--- config.mk ---
export PLATFORM = sky130hd
export DESIGN_NAME = led_blink_pattern_player_unit
export DESIGN_NICKNAME = d
export VERILOG_FILES = /design/src/sv/lbpp_pkg.sv /design/src/sv/lbpp_table.sv /design/src/sv/lbpp_ctrl.sv /design/src/sv/led_blink_pattern_player_unit.sv
export SDC_FILE = /design/constraint.sdc
export NUM_CORES = 1
export LEC_CHECK = 0
export ABC_CLOCK_PERIOD_IN_PS = 5200
export BUFFER_PORTS_ARGS = -buffer_cell sky130_fd_sc_hd__buf_2
export CAP_MARGIN = 40
export CELL_PAD_IN_SITES_DETAIL_PLACEMENT = 0
export CELL_PAD_IN_SITES_GLOBAL_PLACEMENT = 1
export CORE_AREA = 2 2 206 208
export CTS_BUF_LIST = sky130_fd_sc_hd__clkbuf_16
export DETAILED_ROUTE_END_ITERATION = 16
export DIE_AREA = 0 0 208 210
export PLACE_DENSITY = 0.67
export SYNTH_ARGS = -nofsm -noshare
export SYNTH_HDL_FRONTEND = slang
export SYNTH_SLANG_ARGS = --single-unit
--- constraint.sdc ---
create_clock -name clock -period 5.2 [get_ports clock]
set_clock_uncertainty 0.15 [all_clocks]
set_input_delay 0 -clock clock [delete_from_list [all_inputs] [get_ports clock]]
set_output_delay 0 -clock clock [all_outputs]
set_load 0.1 [all_outputs]
--- src/sv/lbpp_pkg.sv ---
`default_nettype none
package lbpp_pkg;

   // pattern table geometry
   localparam int MAX_PAIRS   = 10;
   localparam int TABLE_WORDS = 2 * MAX_PAIRS;
   localparam int PIDX_W      = (MAX_PAIRS > 1) ? $clog2(MAX_PAIRS) : 1;
   localparam int IDX_W       = PIDX_W + 1;

   // fixed field widths
   localparam int OP_W    = 2;
   localparam int SLOT_W  = 5;
   localparam int DUR_W   = 16;
   localparam int TOTAL_W = 4;
   localparam int LIMIT_W = 16;

   typedef enum logic [OP_W-1:0] {
      OP_TICK  = 2'd0,
      OP_WRITE = 2'd1,
      OP_START = 2'd2,
      OP_FORCE = 2'd3
   } op_type;

   typedef struct packed {
      logic               fire;
      op_type             opcode;
      logic [TOTAL_W-1:0] pair_total;
      logic [LIMIT_W-1:0] repeat_limit;
      logic               level;
   } cmd_type;

   typedef struct packed {
      logic led;
      logic running;
   } status_type;

endpackage
`default_nettype wire

--- src/sv/lbpp_table.sv ---
`default_nettype none
module lbpp_table (
   input  wire logic                        clock,
   input  wire logic                        wr_en,
   input  wire logic [lbpp_pkg::SLOT_W-1:0] wr_slot,
   input  wire logic [lbpp_pkg::DUR_W-1:0]  wr_data,
   input  wire logic [lbpp_pkg::IDX_W-1:0]  rd_idx,
   output logic      [lbpp_pkg::DUR_W-1:0]  rd_data
);
   import lbpp_pkg::*;

   // on/off durations; word 2p is on time of pair p, 2p+1 its off time
   logic [DUR_W-1:0] words_ff [TABLE_WORDS];

   always_ff @(posedge clock) begin
      if (wr_en && (int'(wr_slot) < TABLE_WORDS)) begin
         words_ff[IDX_W'(wr_slot)] <= wr_data;
      end
   end

   assign rd_data = words_ff[rd_idx];

endmodule
`default_nettype wire

--- src/sv/lbpp_ctrl.sv ---
`default_nettype none
module lbpp_ctrl (
   input  wire logic                       clock,
   input  wire logic                       reset,
   input  wire lbpp_pkg::cmd_type          cmd,
   input  wire logic [lbpp_pkg::DUR_W-1:0] phase_dur,
   output logic      [lbpp_pkg::IDX_W-1:0] rd_idx,
   output lbpp_pkg::status_type            status
);
   import lbpp_pkg::*;

   localparam int PAIR_W = $clog2(MAX_PAIRS + 1);

   logic [PIDX_W-1:0]  pair_index_ff,  pair_index_in;
   logic               off_phase_ff,   off_phase_in;
   logic [DUR_W-1:0]   ticks_ff,       ticks_in;
   logic [LIMIT_W-1:0] passes_ff,      passes_in;
   logic [LIMIT_W-1:0] pass_limit_ff,  pass_limit_in;
   logic [PAIR_W-1:0]  pairs_ff,       pairs_in;
   logic               playing_ff,     playing_in;
   logic               led_ff,         led_in;

   logic [DUR_W-1:0]   phase_len;
   logic [DUR_W:0]     ticks_inc;
   logic [PAIR_W:0]    pair_next;

   assign rd_idx    = {pair_index_ff, off_phase_ff};
   assign phase_len = (phase_dur == '0) ? DUR_W'(1) : phase_dur;
   assign ticks_inc = {1'b0, ticks_ff} + (DUR_W+1)'(1);
   assign pair_next = (PAIR_W+1)'(pair_index_ff) + (PAIR_W+1)'(1);

   always_comb begin
      pair_index_in = pair_index_ff;
      off_phase_in  = off_phase_ff;
      ticks_in      = ticks_ff;
      passes_in     = passes_ff;
      pass_limit_in = pass_limit_ff;
      pairs_in      = pairs_ff;
      playing_in    = playing_ff;
      led_in        = led_ff;
      if (cmd.fire) begin
         unique case (cmd.opcode)
            OP_TICK: begin
               if (playing_ff) begin
                  if (ticks_inc >= {1'b0, phase_len}) begin
                     ticks_in = '0;
                     if (!off_phase_ff) begin
                        off_phase_in = 1'b1;
                        led_in       = 1'b0;
                     end else begin
                        off_phase_in = 1'b0;
                        led_in       = 1'b1;
                        if (pair_next >= {1'b0, pairs_ff}) begin
                           pair_index_in = '0;
                           if (pass_limit_ff != '0) begin
                              if (passes_ff < pass_limit_ff) begin
                                 passes_in = passes_ff + LIMIT_W'(1);
                              end else begin
                                 playing_in = 1'b0;
                                 passes_in  = '0;
                                 led_in     = 1'b0;
                              end
                           end
                        end else begin
                           pair_index_in = PIDX_W'(pair_next);
                        end
                     end
                  end else begin
                     ticks_in = ticks_inc[DUR_W-1:0];
                  end
               end
            end
            OP_WRITE: begin
               // table handled by lbpp_table
            end
            OP_START: begin
               if (cmd.pair_total == '0) begin
                  playing_in = 1'b0;
               end else begin
                  if (int'(cmd.pair_total) > MAX_PAIRS) begin
                     pairs_in = PAIR_W'(MAX_PAIRS);
                  end else begin
                     pairs_in = PAIR_W'(cmd.pair_total);
                  end
                  pass_limit_in = cmd.repeat_limit;
                  passes_in     = '0;
                  pair_index_in = '0;
                  off_phase_in  = 1'b0;
                  ticks_in      = '0;
                  playing_in    = 1'b1;
                  led_in        = 1'b1;
               end
            end
            OP_FORCE: begin
               led_in     = cmd.level;
               playing_in = 1'b0;
            end
            default: begin
            end
         endcase
      end
   end

   always_ff @(posedge clock) begin
      if (reset) begin
         pair_index_ff <= '0;
         off_phase_ff  <= 1'b0;
         ticks_ff      <= '0;
         passes_ff     <= '0;
         pass_limit_ff <= '0;
         pairs_ff      <= '0;
         playing_ff    <= 1'b0;
         led_ff        <= 1'b0;
      end else begin
         pair_index_ff <= pair_index_in;
         off_phase_ff  <= off_phase_in;
         ticks_ff      <= ticks_in;
         passes_ff     <= passes_in;
         pass_limit_ff <= pass_limit_in;
         pairs_ff      <= pairs_in;
         playing_ff    <= playing_in;
         led_ff        <= led_in;
      end
   end

   assign status.led     = led_ff;
   assign status.running = playing_ff;

endmodule
`default_nettype wire

--- src/sv/led_blink_pattern_player_unit.sv ---
// LED blink pattern player. Each req_ transfer carries one command: a tick,
// a table word write, a start (pair count and repeat limit) or a force of
// the LED level. Every command yields exactly one rsp_ transfer giving the
// LED level and the running flag as they stand after that command. One
// command is taken per clock cycle while the result register is free or
// draining: the update (table read, tick compare, counter increments) is
// combinational between the command port and the state/result registers,
// so each result shows in the cycle after its command is taken. req_ready
// stays high while the result register is empty or being drained in the
// same cycle, so a new command enters while the previous result is taken.
// Table words are undefined after reset and must be written before a
// pattern plays them; no clearing pass is run.
`default_nettype none
module led_blink_pattern_player_unit (
   input  wire logic                          clock,
   input  wire logic                          reset,
   input  wire logic                          req_valid,
   output logic                               req_ready,
   input  wire logic [lbpp_pkg::OP_W-1:0]     req_opcode,
   input  wire logic [lbpp_pkg::SLOT_W-1:0]   req_slot,
   input  wire logic [lbpp_pkg::DUR_W-1:0]    req_duration,
   input  wire logic [lbpp_pkg::TOTAL_W-1:0]  req_pair_total,
   input  wire logic [lbpp_pkg::LIMIT_W-1:0]  req_repeat_limit,
   input  wire logic                          req_level,
   output logic                               rsp_valid,
   input  wire logic                          rsp_ready,
   output logic                               rsp_led_level,
   output logic                               rsp_running
);
   import lbpp_pkg::*;

   logic              rsp_valid_ff, rsp_valid_in;
   logic              accept;
   cmd_type           cmd;
   status_type        status;
   logic [IDX_W-1:0]  rd_idx;
   logic [DUR_W-1:0]  rd_data;

   // room for a new result when empty or when the held one leaves now
   assign req_ready = !rsp_valid_ff || rsp_ready;
   assign accept    = req_valid && req_ready;

   assign cmd.fire         = accept;
   assign cmd.opcode       = op_type'(req_opcode);
   assign cmd.pair_total   = req_pair_total;
   assign cmd.repeat_limit = req_repeat_limit;
   assign cmd.level        = req_level;

   lbpp_table u_table (
      .clock   (clock),
      .wr_en   (accept && (op_type'(req_opcode) == OP_WRITE)),
      .wr_slot (req_slot),
      .wr_data (req_duration),
      .rd_idx  (rd_idx),
      .rd_data (rd_data)
   );

   // state registers double as the result register: they only move on
   // an accepted command, which needs the result slot free
   lbpp_ctrl u_ctrl (
      .clock     (clock),
      .reset     (reset),
      .cmd       (cmd),
      .phase_dur (rd_data),
      .rd_idx    (rd_idx),
      .status    (status)
   );

   always_comb begin
      rsp_valid_in = rsp_valid_ff;
      if (accept) begin
         rsp_valid_in = 1'b1;
      end else if (rsp_ready) begin
         rsp_valid_in = 1'b0;
      end
   end

   always_ff @(posedge clock) begin
      if (reset) begin
         rsp_valid_ff <= 1'b0;
      end else begin
         rsp_valid_ff <= rsp_valid_in;
      end
   end

   assign rsp_valid     = rsp_valid_ff;
   assign rsp_led_level = status.led;
   assign rsp_running   = status.running;

endmodule
`default_nettype wire
Word level (Yosys, flattened, before mapping). Memories as Yosys holds them, arrays and structs flattened. Index checks and enable logic that the tools add are counted.

Bitwise operators: 1. Reductions and logical operators: 19. Order comparisons: 5. Add/sub/neg operators: 3. Muxes and demuxes: 41. Equal/unequal tests: 9.

Operators with widths (number): 16-bit 2-to-1 mux (10); 16-bit one-hot mux with 2 select lines (2); 4-bit 2-to-1 mux (6); 1-bit 2-to-1 mux (19); 16-bit by 1-bit adder with 17-bit output, second input constant (1); 17-bit by 16-bit >= comparator with 1-bit output (1); 16-bit by 1-bit adder with 16-bit output, second input constant (1); 16-bit logical NOT (1); 16-bit less-than comparator (1); 16-bit nonzero test (1); 2-bit by 1-bit != test with 1-bit output, second input constant (5); 5-bit AND reduction (2); 4-bit one-hot mux with 2 select lines (1); 8-bit AND reduction (1); 1-bit one-hot mux with 3 select lines (2); 6-bit AND reduction (1); 4-bit by 1-bit adder with 5-bit output, second input constant (1); 5-bit by 4-bit >= comparator with 1-bit output (1); 5-bit less-than comparator, second input constant (1); 2-bit equality test, second input constant (2); 4-bit greater-than comparator, second input constant (1); 4-bit logical NOT (1); 4-bit AND reduction (1); 2-bit nonzero test (2); 11 further kinds (13).

Logic and storage cells: 88. Input bits: 48. Flip-flop bits (word level): 60. Memories kept: 1. Output and inout bits: 4. RAM bits: 320.

Memory list: u_table.words_ff (depth 20, bits a word 16, read ports 1, clocked after memory_dff 0, write ports 1, line lbpp_table.sv:13) `logic [DUR_W-1:0] words_ff [TABLE_WORDS];`.

Longest topological paths before layout.
Word-level depth: 8. Mapped depth: 19. Gate-level depth less buffers: 15.

Hierarchy. A second synthesis with hierarchy kept.

Cell total of the unflattened synthesis: 1107. Area total of the unflattened synthesis: 16359.4 µm².

Modules (own cells, without submodules): lbpp_table (instances 1, area each 12346.8 µm², sequential area each 9609.2 µm², cells an instance 597); lbpp_ctrl (instances 1, area each 3952.5 µm², sequential area each 1181.1 µm², cells an instance 504); led_blink_pattern_player_unit (instances 1, area each 60.1 µm², sequential area each 20.0 µm², cells an instance 6).

Worst setup path after synthesis. No wires, ideal clock.

Kind: register to register. Start point: register u_ctrl.pair_index_ff[0]. End point: register u_ctrl.ticks_ff[6]. Setup time: 71 ps. Path slack: 1147 ps. Path buffers: 3. Cell stages (with the launch flop): 19. Clock period less this slack: 4053 ps. Data arrival time: 3832 ps. Path through: dfxtp_1 > buf_2 > buf_2 > mux4_2 > mux2i_1 > nor2_1 > a211oi_2 > nand4_1 > or4_1 > o21ai_1 > ha_1 > nor2b_1 > nor3_1 > o21ai_0 > nand2_1 > nor3_1 > buf_2 > nand2_1 > a21oi_1.

Cells in the longest elaborated chain, start to end: 7.

Ends and longest elaborated chain: start: declaration (line lbpp_ctrl.sv:14) `logic [PIDX_W-1:0] pair_index_ff, pair_index_in;`; start signal: assignment (line lbpp_ctrl.sv:115) `pair_index_ff <= pair_index_in;`; memory read 20 x 16 bit *; 16-bit logical NOT (line lbpp_ctrl.sv:28) `assign phase_len = (phase_dur == '0) ? DUR_W'(1) : phase_dur;`; 16-bit 2-to-1 mux * (line lbpp_ctrl.sv:28); 17-bit by 16-bit >= comparator with 1-bit output * (line lbpp_ctrl.sv:45) `if (ticks_inc >= {1'b0, phase_len}) begin`; 16-bit 2-to-1 mux * (line lbpp_ctrl.sv:45); 16-bit 2-to-1 mux * (line lbpp_ctrl.sv:44) `if (playing_ff) begin`; 16-bit one-hot mux with 2 select lines * (line lbpp_ctrl.sv:42) `unique case (cmd.opcode)`; end signal: assignment (line lbpp_ctrl.sv:117) `ticks_ff <= ticks_in;`; end: declaration (line lbpp_ctrl.sv:16) `logic [DUR_W-1:0] ticks_ff, ticks_in;`.

Mark *: on every way between the ends. The rest lies on a longest branch, timed or not. The select of a mux whose other input is x is not followed. A chain may end at the register's enable or synchronous reset.

Worst setup path in the final report.
Start point: register u_ctrl.pair_index_ff[0]. End point: register u_ctrl.led_ff.

Cells in the longest elaborated chain, start to end: 7. Elaborated cells on any way between the ends: 13. Those cells by class: 1 x add/sub; 2 x order compare; 1 x eq/ne; 6 x mux; 2 x reduce/logical; 1 x memory.

Ends and longest elaborated chain: branches (longest 7 deep; another with 17-bit by 16-bit >= comparator with 1-bit output); end signal: assignment (line lbpp_ctrl.sv:122) `led_ff <= led_in;`; end: declaration (line lbpp_ctrl.sv:21) `logic led_ff, led_in;`.

Several ways; the timed one is not identified. The select of a mux whose other input is x is not followed.

==> flow_summary.yaml <==
placement:
  hpwl_um: 25000
  routabilityCongestion: 0.787
  io_buffers: 51
min_path:
  min_from: "req_slot[4]"
  whs_path_depth: 4
  hold_end: "u_table.words_ff[18][9]"
  hold_path.class: "input pin to flop"
cts:
  clk_latency_ps: 560
  cts_buffer_depth: 3
  cts_sinks: 380
  cts_buffers: 42
  cts_tree: "done"
  cts.reportedPaths.clkPinSlew_ps: 60
  cts_root_buffer: "clkbuf_16"
  htreeDepth: 2
sta:
  slew_violations: 0
  tns_ps: 0
  layout_min_cycle_time_ps: 4850
  max_slew_margin_pct: 44.5
  rsz0062_at_grt: "false"
  fmax_ghz: 0.206
  tightestPinTransition_ps: 825
  timing.final.crit_share_pct: 93.3
  setup_viol: 0
  final-hold-violation-count: 0
pwr:
  ir_drop_v: 0.000286
  switchingPower_mw: 1.33
  p_sw_share_pct: 20.8
  leakagePower_nw: 6.48
  seqPwrFrac_pct: 51.9
  combPwrFrac_pct: 3.2
  p_clk_share_pct: 44.9
  internal_power_mw: 5.05
  power_density_mw_per_mm2: 327
  total_power_mw: 6.37
floorplanning:
  io_pins: 52
  die-area_mm2: 0.0437
  core-area_mm2: 0.0415
  die_h_um: 210
  floorplan.rows: 75
  start_util_pct: 39.4
  die_x_um: 208
drt:
  vias_per_cell: 5.52
  postRouteAntennaNets: 0
  drt_iter0_drc: 768
  dr.pass1.iters: 5
  wirelength_um: 40900
  drc: 0
  vias: 10100
  post_drt_wl_per_cell_um: 22.4
synth:
  syn_nets: 1183
  synth_flop_cell: "edfxtp_1"
  yosys_register_bits: 380
  ys_warn_count: 0
  synth_top_family_by_area: "multiplexers"
  synth-async-reset-ratio_pct: 0
  yosys.area_share.simple_pct: 8.23
  synth-compound-area-share_pct: 7.31
  synth_cells: 1097
  synth_fa_ha_area_share_pct: 2.91
  synth-edff-count: 320
  ys_seq_area_share_pct: 66.2
  synth_area_mm2: 0.0163
  avgSynthCellArea_um2: 14.9
  ys_types: 62
  synthXorXnorAreaFrac_pct: 0.858
  synthMuxAreaShare_pct: 11.9
setup_path:
  arrival_ps: 5130
  critPathLaunchType: "flop"
  cp-end-kind: "flop"
  worst-path-max-fanout: 33
  rr_endpoint: "u_ctrl.led_ff"
  criticalPathCategory: "flop to flop"
  r2r_setup_slack_ps: 350
  required_ps: 5480
  reg2regPathDepth: 17
  worstReg2RegStart: "u_ctrl.pair_index_ff[0]"
global_routing:
  grt_pass1_wl_um: 61900
  grt_pass1_vias: 10000
  track_usage_pct: 18.9
  grt_util_met1_pct: 25.1
  busiest_layer: "met2"
  grtUsageMet3_pct: 3.37
  antenna_found_initial: 0
  grt_max_degree: 57
  use_met2_pct: 31.5
  grt_overflow: 0
finish:
  most-common-layout-cells: "edfxtp_1 (320), nand2_1 (119), dlygate4sd3_1 (72)"
  finalCoreUtilization_pct: 47.0
  layout.nets: 1342
  mostFrequentLayoutCell: "edfxtp_1"
  drive_gt1_share_pct: 19.3
  syn_to_final_growth_pct: 19.2
  n_antenna_cell: 0
run:
  drv_cap: 0
run_status:
  outcome: "complete, no violations"
-- Yosys cell counts (7+ instances only) --
library cell / n / area share [%]
edfxtp_1: 320 / 59
nand2_1: 119 / 2.7
dfxtp_1: 60 / 7.4
nor2_1: 59 / 1.4
mux4_2: 57 / 7.9
mux2i_1: 51 / 3.1
a21oi_1: 42 / 1.3
ha_1: 38 / 2.9
inv_1: 30 / 0.69
clkbuf_1: 24 / 0.55
nor3_1: 22 / 0.67
a211oi_1: 20 / 0.92
nand3_1: 19 / 0.58
buf_2: 17 / 0.52
o21ai_0: 17 / 0.52
a22oi_1: 15 / 0.69
nand4_1: 14 / 0.54
o32ai_1: 14 / 0.75
xnor2_1: 12 / 0.64
a221oi_1: 10 / 0.54
nor4_1: 9 / 0.34
and2_1: 8 / 0.31
a21o_1: 7 / 0.32
a22o_1: 7 / 0.38
and3_1: 7 / 0.27
or3_1: 7 / 0.27
-- sequential cells by signal, summed over array words and instances (netlist names) --
name,flops
rsp_valid,1
u_ctrl.led_ff,1
u_ctrl.off_phase_ff,1
u_ctrl.pair_index_ff,4
u_ctrl.pairs_ff,4
u_ctrl.pass_limit_ff,16
u_ctrl.passes_ff,16
u_ctrl.playing_ff,1
u_ctrl.ticks_ff,16
u_table.words_ff,320
-- how the worst max path moves through the flow --
stage,slack [ps],endpoint,start,depth (start not counted)
final,350,u_ctrl.led_ff,u_ctrl.pair_index_ff[0],17
after global routing,50,u_ctrl.led_ff,u_ctrl.off_phase_ff,15
after CTS,340,u_ctrl.led_ff,u_ctrl.pair_index_ff[0],17
after detailed placement,530,u_ctrl.passes_ff[14],u_ctrl.off_phase_ff,16
after global placement,490,u_ctrl.passes_ff[12],u_ctrl.pair_index_ff[0],17
after floorplan,1150,u_ctrl.ticks_ff[6],u_ctrl.pair_index_ff[0],18
-- what timing repair did --
action | in CTS | in global routing
setup buffers | 0 | 0
hold endpoints to repair | 371 | 0
endpoints found under the setup margin | 0 | 0
gates resized for setup | 0 | 0
hold buffers | 72 | 0
-- cell type report --
| cell class | count | area (um^2) |
|---|---|---|
| fillers | 3643 | 22000 |
| flip-flops and latches | 380 | 10800 |
| multi-input cells | 628 | 5150 |
| repair buffers | 172 | 1400 |
| clock buffers | 42 | 1050 |
| well taps | 539 | 674 |
| clock inverters | 30 | 268 |
| inverters | 32 | 120 |
-- through the flow --
stage | setup slack, ps | hold WS, ps | instance area (um^2) | instances
after floorplan | 1150 | -51.1 | 16300 | 1097
after global placement | 488 | 97.0 | 17400 | 1677
after detailed placement | 527 | 96.6 | 17400 | 1679
after CTS | 336 | 7.72 | 19500 | 1823
after global routing | 46.8 | 31.1 | 19500 | 1823
final | 350 | 38.1 | 19500 | 1823
-- power by group through the flow --
stage | clock [mW] | sequential, mW | combinational [mW]
floorplan | 0 | 3.39 | 0.0742
global placement | 0 | 3.37 | 0.165
detailed placement | 0 | 3.37 | 0.172
CTS | 2.93 | 3.31 | 0.206
global route | 3.03 | 3.31 | 0.226
finish | 2.86 | 3.31 | 0.206
-- worst max-delay path, stage by stage (launching register included) --
cell	delay, ps
dfxtp_4	450
buf_12	220
buf_12	270
mux4_2	540
mux2i_1	270
o211a_1	300
nand3_1	100
or4_1	430
o21ai_1	150
ha_1	240
nor2b_1	110
nor3_1	50
o21ai_0	190
and2_1	200
nand2_1	120
a221oi_1	270
a21oi_1	60
dlygate4sd3_1	560
-- routing by layer --
| metal | vias up | share of wire (%) |
|---|---|---|
| met3 | 61 | 5.5 |
| met4 | 0 | 2.7 |
| li1 | 4620 | - |
| met5 | - | 0 |
| met1 | 5106 | 43 |
| met2 | 276 | 49 |
-- cell families (layout without fill, tap and decap cells) --
| logic type | after synthesis | in the layout |
|---|---|---|
| buffers and inverters | 89 | 276 |
| muxes | 115 | 115 |
| xor gates and xnor gates | 16 | 16 |
| adders and majority gates | 38 | 38 |
| AOI/OAI and AO/OA | 169 | 169 |
| and+or+nand+nor | 290 | 290 |
| DFF | 380 | 380 |
(Power assumes the default switching activity.)
